<file path="config.mk">
export PLATFORM = sky130hd
export DESIGN_NAME = pflim_divsqrt
export DESIGN_NICKNAME = d
export VERILOG_FILES = /design/src/hdl/pflim_pkg.sv /design/src/hdl/pflim_divsqrt.sv
export SDC_FILE = /design/constraint.sdc
export NUM_CORES = 1
export LEC_CHECK = 0
export BUFFER_PORTS_ARGS = -buffer_cell sky130_fd_sc_hd__buf_2
export CAP_MARGIN = 30
export CORE_AREA = 2 2 120 146
export DETAILED_ROUTE_END_ITERATION = 8
export DIE_AREA = 0 0 122 148
export PLACE_DENSITY = 0.85
export SLEW_MARGIN = 40
export SYNTH_ARGS = -nofsm -noshare
export SYNTH_HDL_FRONTEND = slang
export SYNTH_SLANG_ARGS = --single-unit
</file>
<file path="constraint.sdc">
create_clock -name i_clk -period 11.4 [get_ports i_clk]
set_input_delay 0 -clock i_clk [delete_from_list [all_inputs] [get_ports i_clk]]
set_output_delay 0 -clock i_clk [all_outputs]
set_load 0.01 [all_outputs]
</file>
<file path="src/hdl/pflim_pkg.sv">
// Shared types, constants and saturation helpers of the proxy force limiter.
`timescale 1ns / 1ps
package pflim_pkg;

    localparam int FRAC_BITS_DEF = 16;

    localparam logic [25:0] STIFFNESS_RST = 26'd16384000;
    localparam logic [30:0] MAX_STEP_RST  = 31'd6554;
    localparam logic [30:0] MAX_NORM_RST  = 31'd655360;

    localparam logic [1:0] REG_STIFFNESS = 2'd0;
    localparam logic [1:0] REG_MAX_STEP  = 2'd1;
    localparam logic [1:0] REG_MAX_NORM  = 2'd2;

    localparam logic OP_LOAD_ROW = 1'b0;
    localparam logic OP_CONTROL  = 1'b1;

    // Request to the shared root and divide unit.
    typedef struct packed {
        logic start;
        logic sqrt_mode;
    } t_du_req;

    // Status back from the shared root and divide unit.
    typedef struct packed {
        logic        done;
        logic [31:0] res;
    } t_du_rsp;

    function automatic logic signed [31:0] sat32(input logic signed [63:0] v);
        logic signed [31:0] r;
        if (v > 64'sd2147483647) begin
            r = 32'sh7fffffff;
        end else if (v < -64'sd2147483648) begin
            r = 32'sh80000000;
        end else begin
            r = v[31:0];
        end
        return r;
    endfunction

    function automatic logic signed [23:0] sat24(input logic signed [38:0] v);
        logic signed [23:0] r;
        if (v > 39'sd8388607) begin
            r = 24'sh7fffff;
        end else if (v < -39'sd8388608) begin
            r = 24'sh800000;
        end else begin
            r = v[23:0];
        end
        return r;
    endfunction

endpackage

</file>
<file path="src/hdl/pflim_divsqrt.sv">
// Shared one-bit-per-cycle unit for integer square root and unsigned division.
`timescale 1ns / 1ps
module pflim_divsqrt (
    input  logic              i_clk,
    input  logic              i_rst_n,
    input  pflim_pkg::t_du_req i_req,
    input  logic [63:0]       i_a,
    input  logic [31:0]       i_d,
    output pflim_pkg::t_du_rsp o_rsp
);

    logic        r_busy;
    logic        r_done;
    logic        r_mode;
    logic [4:0]  r_cnt;
    logic [63:0] r_src;
    logic [33:0] r_rem;
    logic [31:0] r_res;
    logic [31:0] r_d;

    logic [35:0] w_rem_sh;
    logic [35:0] w_trial;
    logic [35:0] w_sub;
    logic        w_ge;

    // Square root takes two radicand bits a step, division one dividend bit.
    always_comb begin
        if (r_mode) begin
            w_rem_sh = {r_rem, r_src[63:62]};
            w_trial  = {2'b00, r_res, 2'b01};
        end else begin
            w_rem_sh = {1'b0, r_rem, r_src[63]};
            w_trial  = {4'b0000, r_d};
        end
        w_ge  = (w_rem_sh >= w_trial);
        w_sub = w_rem_sh - w_trial;
    end

    always_ff @(posedge i_clk) begin
        if (!i_rst_n) begin
            r_busy <= 1'b0;
            r_done <= 1'b0;
        end else begin
            r_done <= 1'b0;
            if (i_req.start) begin
                r_busy <= 1'b1;
                r_cnt  <= 5'd0;
                r_mode <= i_req.sqrt_mode;
                r_d    <= i_d;
                r_res  <= 32'd0;
                if (i_req.sqrt_mode) begin
                    r_src <= i_a;
                    r_rem <= 34'd0;
                end else begin
                    // The quotient fits 32 bits, so the upper half is already a remainder.
                    r_src <= {i_a[31:0], 32'd0};
                    r_rem <= {2'b00, i_a[63:32]};
                end
            end else if (r_busy) begin
                r_src <= r_mode ? {r_src[61:0], 2'b00} : {r_src[62:0], 1'b0};
                r_rem <= w_ge ? w_sub[33:0] : w_rem_sh[33:0];
                r_res <= {r_res[30:0], w_ge};
                r_cnt <= r_cnt + 5'd1;
                if (r_cnt == 5'd31) begin
                    r_busy <= 1'b0;
                    r_done <= 1'b1;
                end
            end
        end
    end

    assign o_rsp.done = r_done;
    assign o_rsp.res  = r_res;

endmodule

</file>
== Yosys cells after proc, flatten, opt, wreduce, memory -nomap -nowiden ==
Index checks and enable logic that the tools add are counted.

* Reductions and logical operators: 4
* Bitwise operators: 2
* Mux-type cells: 16
* Add/subtract/negate cells: 2
* Equality and inequality tests: 1
* Order comparisons: 1

{| class="wikitable"
|+ Operators with widths
! cell !! number
|-
| 64-bit two-way mux || 4
|-
| 34-bit two-way mux || 4
|-
| 32-bit two-way mux || 2
|-
| 36-bit by 34-bit greater-or-equal comparator with 1-bit output || 1
|-
| 36-bit two-way mux || 1
|-
| 34-bit subtractor || 1
|-
| 5-bit by 1-bit adder with 5-bit output, second input constant || 1
|-
| 5-bit == test, second input constant || 1
|-
| 5-bit two-way mux || 1
|-
| 1-bit two-way mux || 4
|-
| 2-bit AND reduction || 2
|-
| 3-bit OR reduction || 1
|-
| 1-bit NOT || 2
|-
| 2-bit nonzero test || 1
|}

* Output and inout bits: 33
* Input port bits: 100
* Logic and storage cells: 34
* Flip-flop bits (word level): 170

== Depth between registers and ports, before layout ==
* Depth after elaboration: 5
* Gate-level depth with buffers: 18

== Worst setup path before layout ==
No wires, ideal clock.

* Kind: reg2reg
* From: register r_mode
* To: register r_rem[1], data pin
* Arrival: 4.377 ns
* Path slack: 6.766 ns
* Period minus slack after synthesis: 4.634 ns
* Path buffers: 5
* Required time: 11.143 ns
* Stages on the path, launching flop included: 17
* Path through: edfxtp_1 > clkbuf_1 > clkbuf_1 > buf_1 > buf_1 > mux2i_1 > ha_1 > a21oi_1 > inv_1 > o311a_1 > a211oi_2 > o211a_2 > o21ai_4 > nand2_1 > clkbuf_1 > nand2_1 > a32o_1

* Cells in the longest elaborated chain, start to end: 5
* Elaborated cells on any way between the ends: 7
* Classes of those cells: add/sub (1); order compare (1); mux (5)

{| class="wikitable"
|+ Ends and longest elaborated chain
! item !! RTL line !! text
|-
| from (decl) || pflim_divsqrt.sv:14 || <nowiki>logic r_mode;</nowiki>
|-
| from (signal assigned) || pflim_divsqrt.sv:48 || <nowiki>r_mode <= i_req.sqrt_mode;</nowiki>
|-
| 36-bit two-way mux / 34-bit two-way mux (equally long branches) || pflim_divsqrt.sv:28 || <nowiki>if (r_mode) begin</nowiki>
|-
| 34-bit subtractor / 36-bit by 34-bit greater-or-equal comparator with 1-bit output (equally long branches) || pflim_divsqrt.sv:36, pflim_divsqrt.sv:35 ||
|-
| 34-bit two-way mux (*) || pflim_divsqrt.sv:61 || <nowiki>r_rem <= w_ge ? w_sub[33:0] : w_rem_sh[33:0];</nowiki>
|-
| 34-bit two-way mux (*) || pflim_divsqrt.sv:59 || <nowiki>end else if (r_busy) begin</nowiki>
|-
| 34-bit two-way mux (*) || pflim_divsqrt.sv:45 || <nowiki>if (i_req.start) begin</nowiki>
|-
| to (signal assigned) || pflim_divsqrt.sv:57 || <nowiki>r_rem <= {2'b00, i_a[63:32]};</nowiki>
|-
| to (signal assigned) || pflim_divsqrt.sv:61 ||
|-
| to (decl) || pflim_divsqrt.sv:17 || <nowiki>logic [33:0] r_rem;</nowiki>
|}

Every way passes the cells marked *; elsewhere a longest branch is shown, timed or not. The select of a mux whose other input is x is not followed.
A chain may end at the register's enable or synchronous reset.

== Worst setup path in the final report ==
* From: register r_mode
* To: register r_rem[5], data pin

The elaborated chain is that of the path after synthesis.

==> results.md <==
## Logic synthesis
- commonest register cell after synthesis: edfxtp_1
- flops & latches, synth: 170
- number of distinct library cells after synthesis: 60
- area of the mapped netlist: 10300 um2
- net count after synthesis: 1061
- total number of yosys warnings: 0
- Post-synth ARST share: 0
- post-synthesis average cell area: 11.15 um2
- synthesized instance count: 924
- EDFF count, synth: 168
- sequential-to-total area share from yosys stat: 0.4936

## Power
- share of power burned in registers: 0.399
- maximum VDD drop: 0.1101 mV
- total internal power: 1.364 mW
- portion of total power attributed to the clock network: 0.304
- overall power: 1.974 mW
- power per unit of standard cell area: 155.9 nW/um2
- relative contribution of combinational cells to total power: 0.297
- switching component of the power: 0.6102 mW
- leakage power of the design: 5.159 nW
- Sw Ratio: 0.3090

## Drt
- number of vias per cell: 6.181
- total vias in the final route: 8350
- total routed wirelength: 27170 um
- number of remaining DRC errors: 0
- Avg WL per Cell: 20.11 um
- first-iteration detailed-routing DRC count: 783
- antenna-violating nets left: 0
- number of detailed-routing iterations run before antenna repair: 7

## Clock tree
- TritonCTS clock tree: yes
- CTS root buf: clkbuf_16
- Clock Path Buffers: 2
- buffers inserted during post-CTS setup optimization: 0
- H-tree levels: 4
- post-CTS resize count: 0
- source-to-sink clock delay at the later pin of the worst-skew pair: 0.43 ns
- CTS hold repair buffers: 93
- clock-pin slew on the worst setup and hold paths: 0.07 ns
- number of buffers created by CTS: 17
- number of sinks handled by clock tree synthesis: 170

## Flow run
- max capacitance violation total: 0

## Critical path
- CP bufs+invs: 2
- kind of end point of the critical path: register
- delay of the slowest cell on the worst path: 0.60 ns
- critical path data arrival time: 4.74 ns
- startpoint type of the worst setup path: register
- critical path's slowest cell: buf_6
- category of the critical setup timing path: reg -> reg
- crit-path cells: buf_6 > mux2_2 > ha_1 > and3_1 > nand2_1 > or4_1 > o21a_1 > o211a_2 > o21ai_4 > and2_1 > buf_4 > mux2i_1 > o21ai_1
- count of cells along the worst register-to-register path: 13
- kind of cell adding the most delay to the critical path: simple AND/OR/NAND/NOR gates
- maximum fanout count along the critical path: 77
- Critical Path Stages: 13
- endpoint required time on the critical path: 11.54 ns

## Cells and area
- post-layout util: 0.7635
- Post-layout nets: 1259
- area delta synth->final: 22.97%
- Final Cell Area: 12670 um2
- Antenna Cells: 0
- fraction of layout cells with a size suffix above 1: 0.1868
- final instance count without filler cells: 1351

## Place
- half-perimeter wire length after detailed placement: 17180 um
- quantity of I/O buffers inserted on ports: 132
- Placed Instances: 1224
- final weighted congestion in routability-driven placement: 0.9223
- Placement Cell Area: 11100 um2

## Timing
- final worst path period share: 0.4029
- number of max-slew violations in the final report: 0
- minimum clock period: 4.594 ns
- final-layout setup total negative slack: 0 ns
- number of endpoints with negative hold slack in the final report: 0
- Fmax: 0.2177 GHz
- RSZ-0062 raised after global routing: no
- transition time of the tightest slew-check pin: 0.7820 ns
- Max Clock Skew: 0.009963 ns
- Slew headroom: 0.4754
- final setup violation count: 0

## Floorplan
- initial cell density of the core: 0.6209
- die height: 148 um
- I/O pin count: 133
- Cell Rows: 52
- Core ar.: 16590 um2
- die area: 18060 um2
- DIE WIDTH: 122 um

## Global route
- maximum number of pins on one net before global-route repair: 88
- Congestion Overflow GR: 0
- global-route wire length before repair: 42220 um
- vias in the first global route: 8168
- number of antenna violations at the first check in global routing: 0
- GR Util All Layers: 0.3068

## Hold path
- class of the tightest hold or removal check: in -> reg
- Hold Crit Depth: 3

## Run status
- outcome: completed

-- layout make-up --
cell class / instances / area (um2)
Inverter: 16 / 60.06
Sequential cell: 170 / 5085
Tap cell: 216 / 270.3
Timing Repair Buffer: 235 / 1708
Multi-Input combinational cell: 682 / 4946
Clock inverter: 14 / 168.9
Clock buffer: 18 / 429.2
Fill cell: 1097 / 3924
-- worst register-to-register path, delay by kind of cell, from the launching register on --
kind	cells	cell delay (ns)
flops	1	0.38
fa+ha+maj	1	0.39
buf+inv	2	1.02
compound gates	4	0.67
simple gates	4	1.10
mux	2	0.75
-- path summary, 6_finish.rpt --
path | slack (ns) | to | startpoint
worst min-delay path | 0.02 | r_rem[20] | i_a[52]
worst max register to register | 6.81 | r_rem[5] | r_mode
worst min register to register | 0.53 | r_done | r_busy
worst max-delay path | 6.81 | r_rem[5] | r_mode
-- cells in the final DEF (no fill, tap or decap), types with 5 or more instances in the layout --
cell type	instances
o21ai_1	51
inv_1	15
ha_1	36
clkbuf_16	17
nor2b_1	70
buf_2	130
mux2i_1	116
nor2_1	23
xor2_1	6
dlygate4sd3_1	93
o21bai_1	5
a211oi_1	36
buf_4	7
nand4_1	5
a21oi_1	77
mux2_2	30
edfxtp_1	168
a32o_1	5
a21o_1	19
xnor2_1	21
and3_1	10
nand3_1	12
nand2_1	76
o21a_1	7
o21ai_0	17
-- metal layers --
layer,vias up,global-route usage,part of all wire
li1,3891,-,-
met1,3983,0.3824,0.39
met2,384,0.5103,0.50
met3,92,0.04475,0.052
met4,0,0.1724,0.054
met5,-,0,0
-- logic make-up after synthesis --
kind of cell,count (synthesis),share of synthesized area
AOI/OAI and AO/OA,248,0.1521
and+or+nand+nor,222,0.1100
DFF,170,0.4936
muxes,148,0.1477
buffers and inverters,72,0.02793
adders and majority gates,37,0.04567
xor gates and xnor gates,27,0.02296
-- Yosys cell counts (all sizes together), types with 19 or more instances --
cell	instances	area [um2]
edfxtp	168	5045
mux2i	116	1161
a21oi	77	385.4
nand2	76	285.3
nor2b	70	437.9
o21ai	69	356.6
clkbuf	42	157.7
a211oi	37	282.8
ha	36	450.4
mux2	32	360.3
nor2	25	93.84
xnor2	21	183.9
a21o	19	142.6
-- power groups by stage --
stage | sequential, mW | clock [mW] | combinational, mW
2_1_floorplan | 0.794 | 0 | 0.417
3_3_place_gp | 0.798 | 0 | 0.530
3_5_place_dp | 0.799 | 0 | 0.544
4_1_cts | 0.786 | 0.601 | 0.573
5_1_grt | 0.793 | 0.628 | 0.640
6_report | 0.788 | 0.600 | 0.586
-- per-stage QoR --
stage | worst slack, ns | hold WS [ns]
2_1_floorplan | 6.766 | 0.09887
6_report | 6.806 | 0.01763
3_5_place_dp | 6.924 | 0.1781
5_1_grt | 6.581 | 0.02545
3_3_place_gp | 6.830 | 0.1768
4_1_cts | 6.897 | 0.005902
-- state kept, by name (all words and copies together) (netlist names) --
| signal | count |
|---|---|
| r_d | 32 |
| r_busy | 1 |
| r_done | 1 |
| r_res | 32 |
| r_cnt | 5 |
| r_mode | 1 |
| r_src | 64 |
| r_rem | 34 |
(Power assumes the default switching activity.)
